--- config.mk ---
export PLATFORM = sky130hd
export DESIGN_NAME = arp_responder_single_entry_cache_unit
export DESIGN_NICKNAME = d
export VERILOG_FILES = /design/src/sv/arpc_pkg.sv /design/src/sv/arp_responder_single_entry_cache_unit.sv /design/src/sv/arpc_engine.sv
export SDC_FILE = /design/constraint.sdc
export NUM_CORES = 1
export LEC_CHECK = 0
export ABC_AREA = 1
export BUFFER_PORTS_ARGS = -buffer_cell sky130_fd_sc_hd__buf_2
export CORE_AREA = 5 5 225 227
export DETAILED_ROUTE_END_ITERATION = 16
export DIE_AREA = 0 0 230 232
export PLACE_DENSITY = 0.63
export SYNTH_ARGS = -nofsm -noshare
export SYNTH_HDL_FRONTEND = slang
export SYNTH_SLANG_ARGS = --single-unit
--- constraint.sdc ---
create_clock -name clock -period 14.28 [get_ports clock]
set_input_delay 2.856 -clock clock [delete_from_list [all_inputs] [get_ports clock]]
set_output_delay 2.856 -clock clock [all_outputs]
set_load 0.1 [all_outputs]
--- src/sv/arpc_pkg.sv ---
// Shared types and constants for the single-entry ARP cache engine.
// No dependencies; used by arpc_engine and the top level.
package arpc_pkg;

   localparam int MacWidth = 48;
   localparam int IpWidth  = 32;
   localparam int TickWidth = 16;
   localparam int RetryWidth = 8;
   localparam int CsrIndexWidth = 3;

   localparam logic [1:0] KIND_TICK     = 2'd0;
   localparam logic [1:0] KIND_FRAME    = 2'd1;
   localparam logic [1:0] KIND_QUERY    = 2'd2;
   localparam logic [1:0] KIND_RESERVED = 2'd3;

   localparam logic [2:0] RC_NONE    = 3'd0;
   localparam logic [2:0] RC_REQUEST = 3'd1;
   localparam logic [2:0] RC_REPLY   = 3'd2;
   localparam logic [2:0] RC_HIT     = 3'd3;
   localparam logic [2:0] RC_MISS    = 3'd4;

   localparam logic [CsrIndexWidth-1:0] CSR_LOCAL_MAC       = 3'd0;
   localparam logic [CsrIndexWidth-1:0] CSR_LOCAL_IP        = 3'd1;
   localparam logic [CsrIndexWidth-1:0] CSR_OK_TIMEOUT      = 3'd2;
   localparam logic [CsrIndexWidth-1:0] CSR_PENDING_TIMEOUT = 3'd3;
   localparam logic [CsrIndexWidth-1:0] CSR_MAX_RETRIES     = 3'd4;

   localparam logic [TickWidth-1:0]  OK_TIMEOUT_RESET      = 16'd100;
   localparam logic [TickWidth-1:0]  PENDING_TIMEOUT_RESET = 16'd10;
   localparam logic [RetryWidth-1:0] MAX_RETRIES_RESET     = 8'd3;

   localparam logic [10:0] MIN_FRAME_LEN   = 11'd42;
   localparam logic [15:0] ETHERTYPE_ARP   = 16'h0806;
   localparam logic [15:0] HW_TYPE_ETH     = 16'd1;
   localparam logic [15:0] PROTO_ID_IPV4   = 16'h0800;
   localparam logic [7:0]  HW_LEN_ETH      = 8'd6;
   localparam logic [7:0]  PRO_LEN_IPV4    = 8'd4;
   localparam logic [15:0] OP_REQUEST      = 16'd1;
   localparam logic [15:0] OP_REPLY        = 16'd2;

   typedef enum logic [2:0] {
      ST_FREE      = 3'b001,
      ST_OK        = 3'b010,
      ST_RESOLVING = 3'b100
   } status_type;

   typedef struct packed {
      logic [1:0]          kind;
      logic [15:0]         ethertype;
      logic [10:0]         frame_len;
      logic [15:0]         hw_type;
      logic [15:0]         proto_id;
      logic [7:0]          hw_len;
      logic [7:0]          pro_len;
      logic [15:0]         opcode;
      logic [MacWidth-1:0] src_mac;
      logic [IpWidth-1:0]  src_ip;
      logic [IpWidth-1:0]  dst_ip;
      logic [IpWidth-1:0]  query_ip;
   } item_type;

   typedef struct packed {
      logic [2:0]          result_code;
      logic [IpWidth-1:0]  out_dst_ip;
      logic [MacWidth-1:0] out_dst_mac;
      logic [MacWidth-1:0] found_mac;
   } result_type;

   typedef struct packed {
      logic [MacWidth-1:0]   local_mac;
      logic [IpWidth-1:0]    local_ip;
      logic [TickWidth-1:0]  ok_timeout_ticks;
      logic [TickWidth-1:0]  pending_timeout_ticks;
      logic [RetryWidth-1:0] max_retries;
   } cfg_type;

endpackage

--- src/sv/arp_responder_single_entry_cache_unit.sv ---
// Top level of the single-entry ARP cache engine: handshakes, registers, buffers.
// Depends on arpc_pkg and arpc_engine.
//
// Every accepted item yields exactly one result item on rsp_valid, once it has passed
// the input register and then the result register. The input register feeds the decision
// logic, which writes the cache entry and the result register at the same edge, so one
// item per cycle is sustained while rsp_ready stays high. The input register keeps taking
// one more item while a finished result waits on rsp_ready; req_ready drops only when
// both registers are full. Configuration writes are registered and are meant for idle periods.
module arp_responder_single_entry_cache_unit (
   input  logic         clock,
   input  logic         reset,
   input  logic         req_valid,
   output logic         req_ready,
   input  logic [1:0]   req_kind,
   input  logic [15:0]  req_ethertype,
   input  logic [10:0]  req_frame_len,
   input  logic [15:0]  req_hw_type,
   input  logic [15:0]  req_proto_id,
   input  logic [7:0]   req_hw_len,
   input  logic [7:0]   req_pro_len,
   input  logic [15:0]  req_opcode,
   input  logic [47:0]  req_src_mac,
   input  logic [31:0]  req_src_ip,
   input  logic [31:0]  req_dst_ip,
   input  logic [31:0]  req_query_ip,
   output logic         rsp_valid,
   input  logic         rsp_ready,
   output logic [2:0]   rsp_result_code,
   output logic [31:0]  rsp_out_dst_ip,
   output logic [47:0]  rsp_out_dst_mac,
   output logic [47:0]  rsp_found_mac,
   input  logic         csr_wr_en,
   input  logic [2:0]   csr_index,
   input  logic [47:0]  csr_wdata
);
   import arpc_pkg::*;

   cfg_type    cfg_ff, cfg_in;
   item_type   in_item_ff;
   logic       in_valid_ff, in_valid_in;
   result_type rsp_data_ff;
   logic       rsp_valid_ff, rsp_valid_in;
   result_type eng_result;
   logic       advance;
   logic       fire;
   logic       req_fire;

   assign advance   = !rsp_valid_ff || rsp_ready;
   assign fire      = in_valid_ff && advance;
   assign req_ready = !in_valid_ff || advance;
   assign req_fire  = req_valid && req_ready;

   assign in_valid_in  = req_fire ? 1'b1 : (fire ? 1'b0 : in_valid_ff);
   assign rsp_valid_in = fire ? 1'b1 : (rsp_ready ? 1'b0 : rsp_valid_ff);

   always_comb begin
      cfg_in = cfg_ff;
      if (csr_wr_en) begin
         case (csr_index)
            CSR_LOCAL_MAC:       cfg_in.local_mac = csr_wdata;
            CSR_LOCAL_IP:        cfg_in.local_ip = csr_wdata[IpWidth-1:0];
            CSR_OK_TIMEOUT:      cfg_in.ok_timeout_ticks = csr_wdata[TickWidth-1:0];
            CSR_PENDING_TIMEOUT: cfg_in.pending_timeout_ticks = csr_wdata[TickWidth-1:0];
            CSR_MAX_RETRIES:     cfg_in.max_retries = csr_wdata[RetryWidth-1:0];
            default: begin
            end
         endcase
      end
   end

   always_ff @(posedge clock) begin
      if (reset) begin
         cfg_ff.local_mac             <= '0;
         cfg_ff.local_ip              <= '0;
         cfg_ff.ok_timeout_ticks      <= OK_TIMEOUT_RESET;
         cfg_ff.pending_timeout_ticks <= PENDING_TIMEOUT_RESET;
         cfg_ff.max_retries           <= MAX_RETRIES_RESET;
         in_valid_ff                  <= 1'b0;
         rsp_valid_ff                 <= 1'b0;
      end else begin
         cfg_ff       <= cfg_in;
         in_valid_ff  <= in_valid_in;
         rsp_valid_ff <= rsp_valid_in;
      end
   end

   always_ff @(posedge clock) begin
      if (req_fire) begin
         in_item_ff.kind      <= req_kind;
         in_item_ff.ethertype <= req_ethertype;
         in_item_ff.frame_len <= req_frame_len;
         in_item_ff.hw_type   <= req_hw_type;
         in_item_ff.proto_id  <= req_proto_id;
         in_item_ff.hw_len    <= req_hw_len;
         in_item_ff.pro_len   <= req_pro_len;
         in_item_ff.opcode    <= req_opcode;
         in_item_ff.src_mac   <= req_src_mac;
         in_item_ff.src_ip    <= req_src_ip;
         in_item_ff.dst_ip    <= req_dst_ip;
         in_item_ff.query_ip  <= req_query_ip;
      end
      if (fire) begin
         rsp_data_ff <= eng_result;
      end
   end

   arpc_engine u_engine (
      .clock  (clock),
      .reset  (reset),
      .fire   (fire),
      .item   (in_item_ff),
      .cfg    (cfg_ff),
      .result (eng_result)
   );

   assign rsp_valid       = rsp_valid_ff;
   assign rsp_result_code = rsp_data_ff.result_code;
   assign rsp_out_dst_ip  = rsp_data_ff.out_dst_ip;
   assign rsp_out_dst_mac = rsp_data_ff.out_dst_mac;
   assign rsp_found_mac   = rsp_data_ff.found_mac;

   a_pending_item_holds: assert property (@(posedge clock) disable iff (reset)
      (in_valid_ff && !advance) |=> (in_valid_ff && $stable(in_item_ff)))
      else $error("pending item lost while result stalled");

   a_item_reaches_output: assert property (@(posedge clock) disable iff (reset)
      fire |=> rsp_valid_ff)
      else $error("processed item did not produce a result");

   a_stall_only_when_full: assert property (@(posedge clock) disable iff (reset)
      !req_ready |-> (in_valid_ff && rsp_valid_ff && !rsp_ready))
      else $error("input stalled with room available");

endmodule

--- src/sv/arpc_engine.sv ---
// Cache entry state and per-item decision logic of the ARP engine.
// Depends on arpc_pkg for item, result, config and status types.
module arpc_engine (
   input  logic                clock,
   input  logic                reset,
   input  logic                fire,
   input  arpc_pkg::item_type  item,
   input  arpc_pkg::cfg_type   cfg,
   output arpc_pkg::result_type result
);
   import arpc_pkg::*;

   status_type             entry_status_ff, entry_status_in;
   logic [IpWidth-1:0]     entry_ip_ff, entry_ip_in;
   logic [MacWidth-1:0]    entry_mac_ff, entry_mac_in;
   logic [TickWidth-1:0]   ticks_left_ff, ticks_left_in;
   logic [RetryWidth-1:0]  retries_left_ff, retries_left_in;

   logic [TickWidth-1:0] ticks_dec;
   logic                 frame_ok;
   logic                 entry_live_ok;

   assign ticks_dec = ticks_left_ff - TickWidth'(1);
   assign entry_live_ok = (entry_status_ff == ST_OK);

   assign frame_ok = (item.frame_len >= MIN_FRAME_LEN)
                  && (item.ethertype == ETHERTYPE_ARP)
                  && (item.hw_type == HW_TYPE_ETH)
                  && (item.proto_id == PROTO_ID_IPV4)
                  && (item.hw_len == HW_LEN_ETH)
                  && (item.pro_len == PRO_LEN_IPV4)
                  && ((item.opcode == OP_REQUEST) || (item.opcode == OP_REPLY))
                  && (item.dst_ip == cfg.local_ip);

   always_comb begin
      entry_status_in = entry_status_ff;
      entry_ip_in     = entry_ip_ff;
      entry_mac_in    = entry_mac_ff;
      ticks_left_in   = ticks_left_ff;
      retries_left_in = retries_left_ff;
      result          = '0;
      result.result_code = RC_NONE;
      case (item.kind)
         KIND_TICK: begin
            case (entry_status_ff)
               ST_OK: begin
                  ticks_left_in = ticks_dec;
                  if (ticks_dec == '0) begin
                     entry_status_in      = ST_RESOLVING;
                     ticks_left_in        = cfg.pending_timeout_ticks;
                     result.result_code   = RC_REQUEST;
                     result.out_dst_ip    = entry_ip_ff;
                  end
               end
               ST_RESOLVING: begin
                  ticks_left_in = ticks_dec;
                  if (ticks_dec == '0) begin
                     if (retries_left_ff == '0) begin
                        entry_status_in = ST_FREE;
                     end else begin
                        retries_left_in      = retries_left_ff - RetryWidth'(1);
                        ticks_left_in        = cfg.pending_timeout_ticks;
                        result.result_code   = RC_REQUEST;
                        result.out_dst_ip    = entry_ip_ff;
                     end
                  end
               end
               ST_FREE: begin
               end
               default: begin
                  entry_status_in = ST_FREE;
               end
            endcase
         end
         KIND_FRAME: begin
            if (frame_ok) begin
               if (item.opcode == OP_REQUEST) begin
                  result.result_code = RC_REPLY;
                  result.out_dst_ip  = item.src_ip;
                  result.out_dst_mac = item.src_mac;
               end
               entry_status_in = ST_OK;
               entry_ip_in     = item.src_ip;
               entry_mac_in    = item.src_mac;
               ticks_left_in   = cfg.ok_timeout_ticks;
               retries_left_in = cfg.max_retries;
            end
         end
         KIND_QUERY: begin
            if (entry_live_ok && (entry_ip_ff == item.query_ip)) begin
               result.result_code = RC_HIT;
               result.found_mac   = entry_mac_ff;
            end else begin
               result.result_code = RC_MISS;
               result.out_dst_ip  = item.query_ip;
            end
         end
         default: begin
         end
      endcase
   end

   always_ff @(posedge clock) begin
      if (reset) begin
         entry_status_ff <= ST_FREE;
         entry_ip_ff     <= '0;
         entry_mac_ff    <= '0;
         ticks_left_ff   <= '0;
         retries_left_ff <= '0;
      end else if (fire) begin
         entry_status_ff <= entry_status_in;
         entry_ip_ff     <= entry_ip_in;
         entry_mac_ff    <= entry_mac_in;
         ticks_left_ff   <= ticks_left_in;
         retries_left_ff <= retries_left_in;
      end
   end

   a_state_holds_when_idle: assert property (@(posedge clock) disable iff (reset)
      !fire |=> ($stable(entry_status_ff) && $stable(entry_ip_ff)
                 && $stable(ticks_left_ff) && $stable(retries_left_ff)))
      else $error("entry state changed without an item");

   a_reply_loads_sender: assert property (@(posedge clock) disable iff (reset)
      (fire && result.result_code == RC_REPLY)
      |=> (entry_status_ff == ST_OK && entry_ip_ff == $past(item.src_ip)))
      else $error("reply did not load the entry");

   a_exhausted_frees: assert property (@(posedge clock) disable iff (reset)
      (fire && item.kind == KIND_TICK && entry_status_ff == ST_RESOLVING
       && ticks_dec == '0 && retries_left_ff == '0)
      |=> (entry_status_ff == ST_FREE))
      else $error("resolving entry not freed after last retry");

   a_hit_needs_ok: assert property (@(posedge clock) disable iff (reset)
      (fire && result.result_code == RC_HIT) |-> entry_live_ok)
      else $error("hit reported on an entry that is not ok");

endmodule

# == Word-level counts from Yosys, hierarchy flattened ==
# Cells that the tools add are included.
# classes
n_addsub,2
order_cmp,1
n_eq_ne,27
muxes,30
n_reduce_logical,31
# ops
operator,count
$mux 82,2
$pmux 35 s3,1
$pmux 35 s2,1
$mux 33,2
$eq 32x32->1,2
$mux 16,4
$pmux 16 s2,2
$mux 35,1
$eq 16x1->1 const B,2
$eq 16x12->1 const B,2
$mux 32,1
$mux 8,4
$eq 16x2->1 const B,1
$eq 8x3->1 const B,2
$logic_not 16->1,1
$pmux 8 s2,1
$sub 16x1->16 const B,1
$mux 3,5
$ge 11x6->1 const B,1
$logic_and 1x1->1,10
$reduce_and 2->1,5
$eq 3x2->1 const B,3
$ne 3x2->1 const B,3
$pmux 3 s3,1
19 further kinds,33
# totals
ff_bits,549
output_inout_bits,133
elab_cells,118

# == Depth between registers and ports, before layout ==
# logic_depth
ltp_word,10
mapped_depth,17
ltp_nobuf,17

# == Hierarchy ==
# A second synthesis with hierarchy kept.
# hier_totals
hier_cells,2554
hier_area_um2,24496.0
# by_module_without_submodules
mod,instances,cells_per_inst,area_each_um2,seq_area_each_um2
arp_responder_single_entry_cache_unit,1,1089,15990.3,13492.9
arpc_engine,1,1465,8505.7,2142.1

# == Worst setup path after synthesis ==
# Ideal clock, no wire load.
# synth_timing
path_kind,input -> register
from,in rsp_ready
to,reg in_item_ff[0] (netlist bit) (enable)
setup_ns,0.587
arrival_ns,8.364
required_ns,13.693
setup_slack_ns,5.329
cell_stages,4
n_path_buf,0
path_cell_list,inv_1 -> nand3_1 -> nand2_1 -> inv_1
# synth_via
elab_chain_len,3
# synth_rtl
element,line_no,text
from (decl),arp_responder_single_entry_cache_unit.sv:28,"input logic rsp_ready,"
$logic_or 1x1->1,arp_responder_single_entry_cache_unit.sv:49,assign advance = !rsp_valid_ff || rsp_ready;
$logic_or 1x1->1,arp_responder_single_entry_cache_unit.sv:51,assign req_ready = !in_valid_ff || advance;
via req_ready,arp_responder_single_entry_cache_unit.sv:14,"output logic req_ready,"
$logic_and 1x1->1,arp_responder_single_entry_cache_unit.sv:52,assign req_fire = req_valid && req_ready;
to (decl),arp_responder_single_entry_cache_unit.sv:40,item_type in_item_ff;
# The timed path passes the listed nets, and every way through them passes these cells.
# A chain may end at the register's enable or synchronous reset.

# == Worst setup path in the final report ==
# layout_timing
from,in rsp_ready
to,out req_ready
# layout_via
elab_chain_len,2
# layout_rtl
element,line_no
$logic_or 1x1->1,arp_responder_single_entry_cache_unit.sv:49
$logic_or 1x1->1,arp_responder_single_entry_cache_unit.sv:51
to (decl),arp_responder_single_entry_cache_unit.sv:14
# No other way between the ends.

==> results <==
- The commonest register cell after synthesis is sky130_fd_sc_hd__edfxtp_1.
- The number of placed instances, taps included, is 3002.
- The buffer cell driving the clock tree root is sky130_fd_sc_hd__clkbuf_16.
- The first global-routing pass estimated ~85000 µm of wire.
- The number of fill cells in the layout is around 4.2k.
- The global-route usage over all layers is 0.202.
- The peak-usage layer in the global routing report is met2.
- After synthesis the cells add up to 0.0216 mm².
- Using the TritonRoute via totals, the vias-per-cell ratio works out to roughly 5.0.
- The TritonCTS sink count is ~550.
- The average footprint of a synthesized cell is 10.6 µm².
- At the worst endpoint, the required time is between 10 and 15 ns.
- The number of nets in the synthesized netlist is between 2k and 2.5k.
- The total negative slack for setup checks is 0 ns.
- The initial utilization of the core area, before any placement, comes to 0.445.
- The completed layout was analyzed and its total power is 3.68 mW.
- TritonCTS built the clock tree.
- The final setup skew is 0.0258 ns.
- The category of the worst setup path launch point is an input port.
- The number of different library cells used by synthesis comes to 38.
- The floorplan step defined a core boundary enclosing just under 0.05 mm².
- The count of final max-slew check failures came to 0.
- The aggregate routed wire length is about 55000 µm.
- The final-report hold violation count is 0.
- The floorplan die width is roughly 230 µm.
- Yosys attributes the largest share of cell area to sky130_fd_sc_hd__edfxtp_1, sky130_fd_sc_hd__dfxtp_1, sky130_fd_sc_hd__nor2_1.
- Entering global routing, the biggest net connects 95 pins.
- The area of the multi-input gates is 0.00566 mm².
- After the last flow step, the layout net total stands at 2735.
- In this run, synthesis produced a sequential element count of 548.
- Buffers inserted to repair hold after CTS numbered 0.
- For this run, the detailed router's first-pass iteration total came to 5.
- Of the post-synthesis cell area, the dominant cell type holds 0.511.
- Clock-pin slew was measured on the worst setup and hold paths at approximately 0.060 ns.
- The clock passes through at most 3 buffers.
- Once detail routing completed, the nets flagged for antenna violations numbered 0.
- In the global route stage, met3 resource usage came out at 0.0533.
- The number of antenna violations at the first check in global routing is 22.
- The congestion estimate from routability-driven global placement came to 0.878.
- The die area is 0.0534 mm².
- The total overflow left after global routing is 0.
- The die is 232 µm tall.
- The worst voltage drop across the vdd grid is 0.0000982 V.
- The power per cell area is 141 mW/mm².
- The path category of the worst min-delay check is flop to flop.
- The number of global-route vias before repair came to roughly 16k.
- The count of input and output buffers is 408.
- The total CTS buffers is 57.
- After clock tree synthesis, the repair step resized 0 gates.
- STA puts the critical path data arrival time at between 3 and 4 ns.
- The number of H-tree levels is 2.
- After detailed routing, the average wire length per cell comes to ~18 µm.
- The maximum fanout along the worst path is 3.
- The initialized floorplan defines 81 standard-cell rows.
- By instance count, the leading cell after synthesis is sky130_fd_sc_hd__nor2_1.
- Of all cell types, the one taking the most synthesized area is sky130_fd_sc_hd__edfxtp_1.
- The fraction of final layout cells sized beyond drive strength 1 is 0.216.
- The setup violation total in the final timing report is 0.
- Of all flip-flops after synthesis, the portion carrying an async set or reset was 0.
- In the global route stage, met1 resource usage came out at 0.267.
- The met2 usage is 0.329.
- The number of flops mapped to enable cells by yosys is 367.
- After the first detailed-routing iteration, the DRC count stood at 1058.
- The post-route DRC violation count is 0.
- The total of max-cap violations is 0.
- Ranked by instance count, the synthesized netlist is headed by sky130_fd_sc_hd__nor2_1, sky130_fd_sc_hd__edfxtp_1, sky130_fd_sc_hd__nand2_1.
- The total number of vias is between 15k and 20k.
- The shortest period the worst path allows is ~6.4 ns.
- The register area share after synthesis is 0.679.
- The tightest hold path in the finished design has a slack of around 0.46 ns.
- The total number of yosys warnings is 0.
- Across the whole layout, storage elements account for 0.0146 mm².
- The sum of net half-perimeters after detailed placement is 37200 µm.
- The leakage power figure is 10.6 nW.
- Compared with the post-synthesis result, the final layout area differs by 21.3%.
- Setup repair after global routing left no endpoint under its margin.
- At the pin with the least slew margin, the transition time is 1.23 ns.
- The number of standard cells in the final layout excluding fillers is 3122.
- The worst setup path is of the input port to output port kind.
- The post-synthesis cell count is between 2k and 2.5k.
- At the later pin of the worst-skew pair, clock insertion delay measures roughly 0.6 ns.
- The post-route clock period utilization is 0.449.
- The relative slew slack is 0.177.
- The run finished with clean final reports.
- The maximum achievable frequency is 156 MHz.
- The type of destination of the critical path is an output port.
- The number of buffers inserted by post-CTS setup repair is 0.
- The boundary pin count is about 430.
worst paths after layout:
| kind | from | endpoint | slack (ns) | depth (start not counted) |
|---|---|---|---|---|
| setup / recovery | rsp_ready | req_ready | 7.87 | 4 |
| setup reg to reg | in_item_ff[236] | rsp_out_dst_ip[2] | 10.75 | 6 |
| hold reg to reg | cfg_ff[1] | cfg_ff[1] | 0.46 | 2 |
| hold / removal | cfg_ff[1] | cfg_ff[1] | 0.46 | 2 |
worst max-delay path, cell delays in order:
cell and delay [ns]:
sky130_fd_sc_hd__buf_2 0.09, sky130_fd_sc_hd__inv_1 0.05, sky130_fd_sc_hd__nand3_1 0.10, sky130_fd_sc_hd__buf_2 0.46
cell families (layout without fill, tap and decap cells):
group                    after synthesis  after routing  share of synthesized area
adder cells (fa/ha/maj)                3              3                    0.00174
flip-flops                           548            548                      0.679
other                                  0             13                          0
XOR/XNOR                              56             56                     0.0227
AND/OR/NAND/NOR                      828            828                      0.159
buffers and inverters                331            778                     0.0584
AO/OA/AOI/OAI                        274            274                     0.0794
state kept, by name, indices dropped and copies added, names as in the netlist:
signal	count
in_valid_ff	1
rsp_found_mac	48
u_engine.entry_mac_ff	48
rsp_result_code	3
rsp_valid	1
u_engine.retries_left_ff	8
u_engine.ticks_left_ff	16
rsp_out_dst_ip	32
cfg_ff	72
in_item_ff	236
u_engine.entry_status_ff	3
rsp_out_dst_mac	48
u_engine.entry_ip_ff	32
metal layers:
layer	vias to the layer above	wire, µm
met5	-	115
met4	18	1370
met3	113	4600
met2	590	25700
met1	7374	23500
li1	7642	-
per-stage QoR:
stage                     setup WS, ns  utilization  area (µm²)
after global placement            7.87        0.499       24200
final                             7.87        0.540       26200
after floorplan                   5.33            -       21600
after detailed placement          7.86        0.499       24200
after global routing              7.84        0.540       26200
after CTS                         7.86        0.539       26100
where the power goes:
group	switching (mW)	internal [mW]	total (mW)
sequential	0.0281	1.77	1.79
clock	0.603	0.931	1.53
combinational	0.266	0.0824	0.349
layout by cell type, fill, tap and decap left out, drive strengths merged, types with 5 or more instances in the layout:
master  count
a211oi     80
a21oi      54
buf       422
bufinv     10
clkbuf     75
clkinv     19
dfxtp     181
diode      13
edfxtp    367
inv       249
nand2     268
nand3      89
nand3b      9
nand4      16
nor2      428
nor3        5
nor4        9
o21ai      99
o221ai     32
xnor2      21
xor2       35
area by class of cell:
type / instances / share of cell area
inverter: 249 / 0.0362
clock buffer: 75 / 0.0583
timing repair buffer: 422 / 0.0822
tap: 622 / 0.0298
multi-input combinational: 1161 / 0.217
sequential: 548 / 0.560
clock inverter: 32 / 0.0160
antenna: 13 / 0.00124
(Power assumes the default switching activity.)
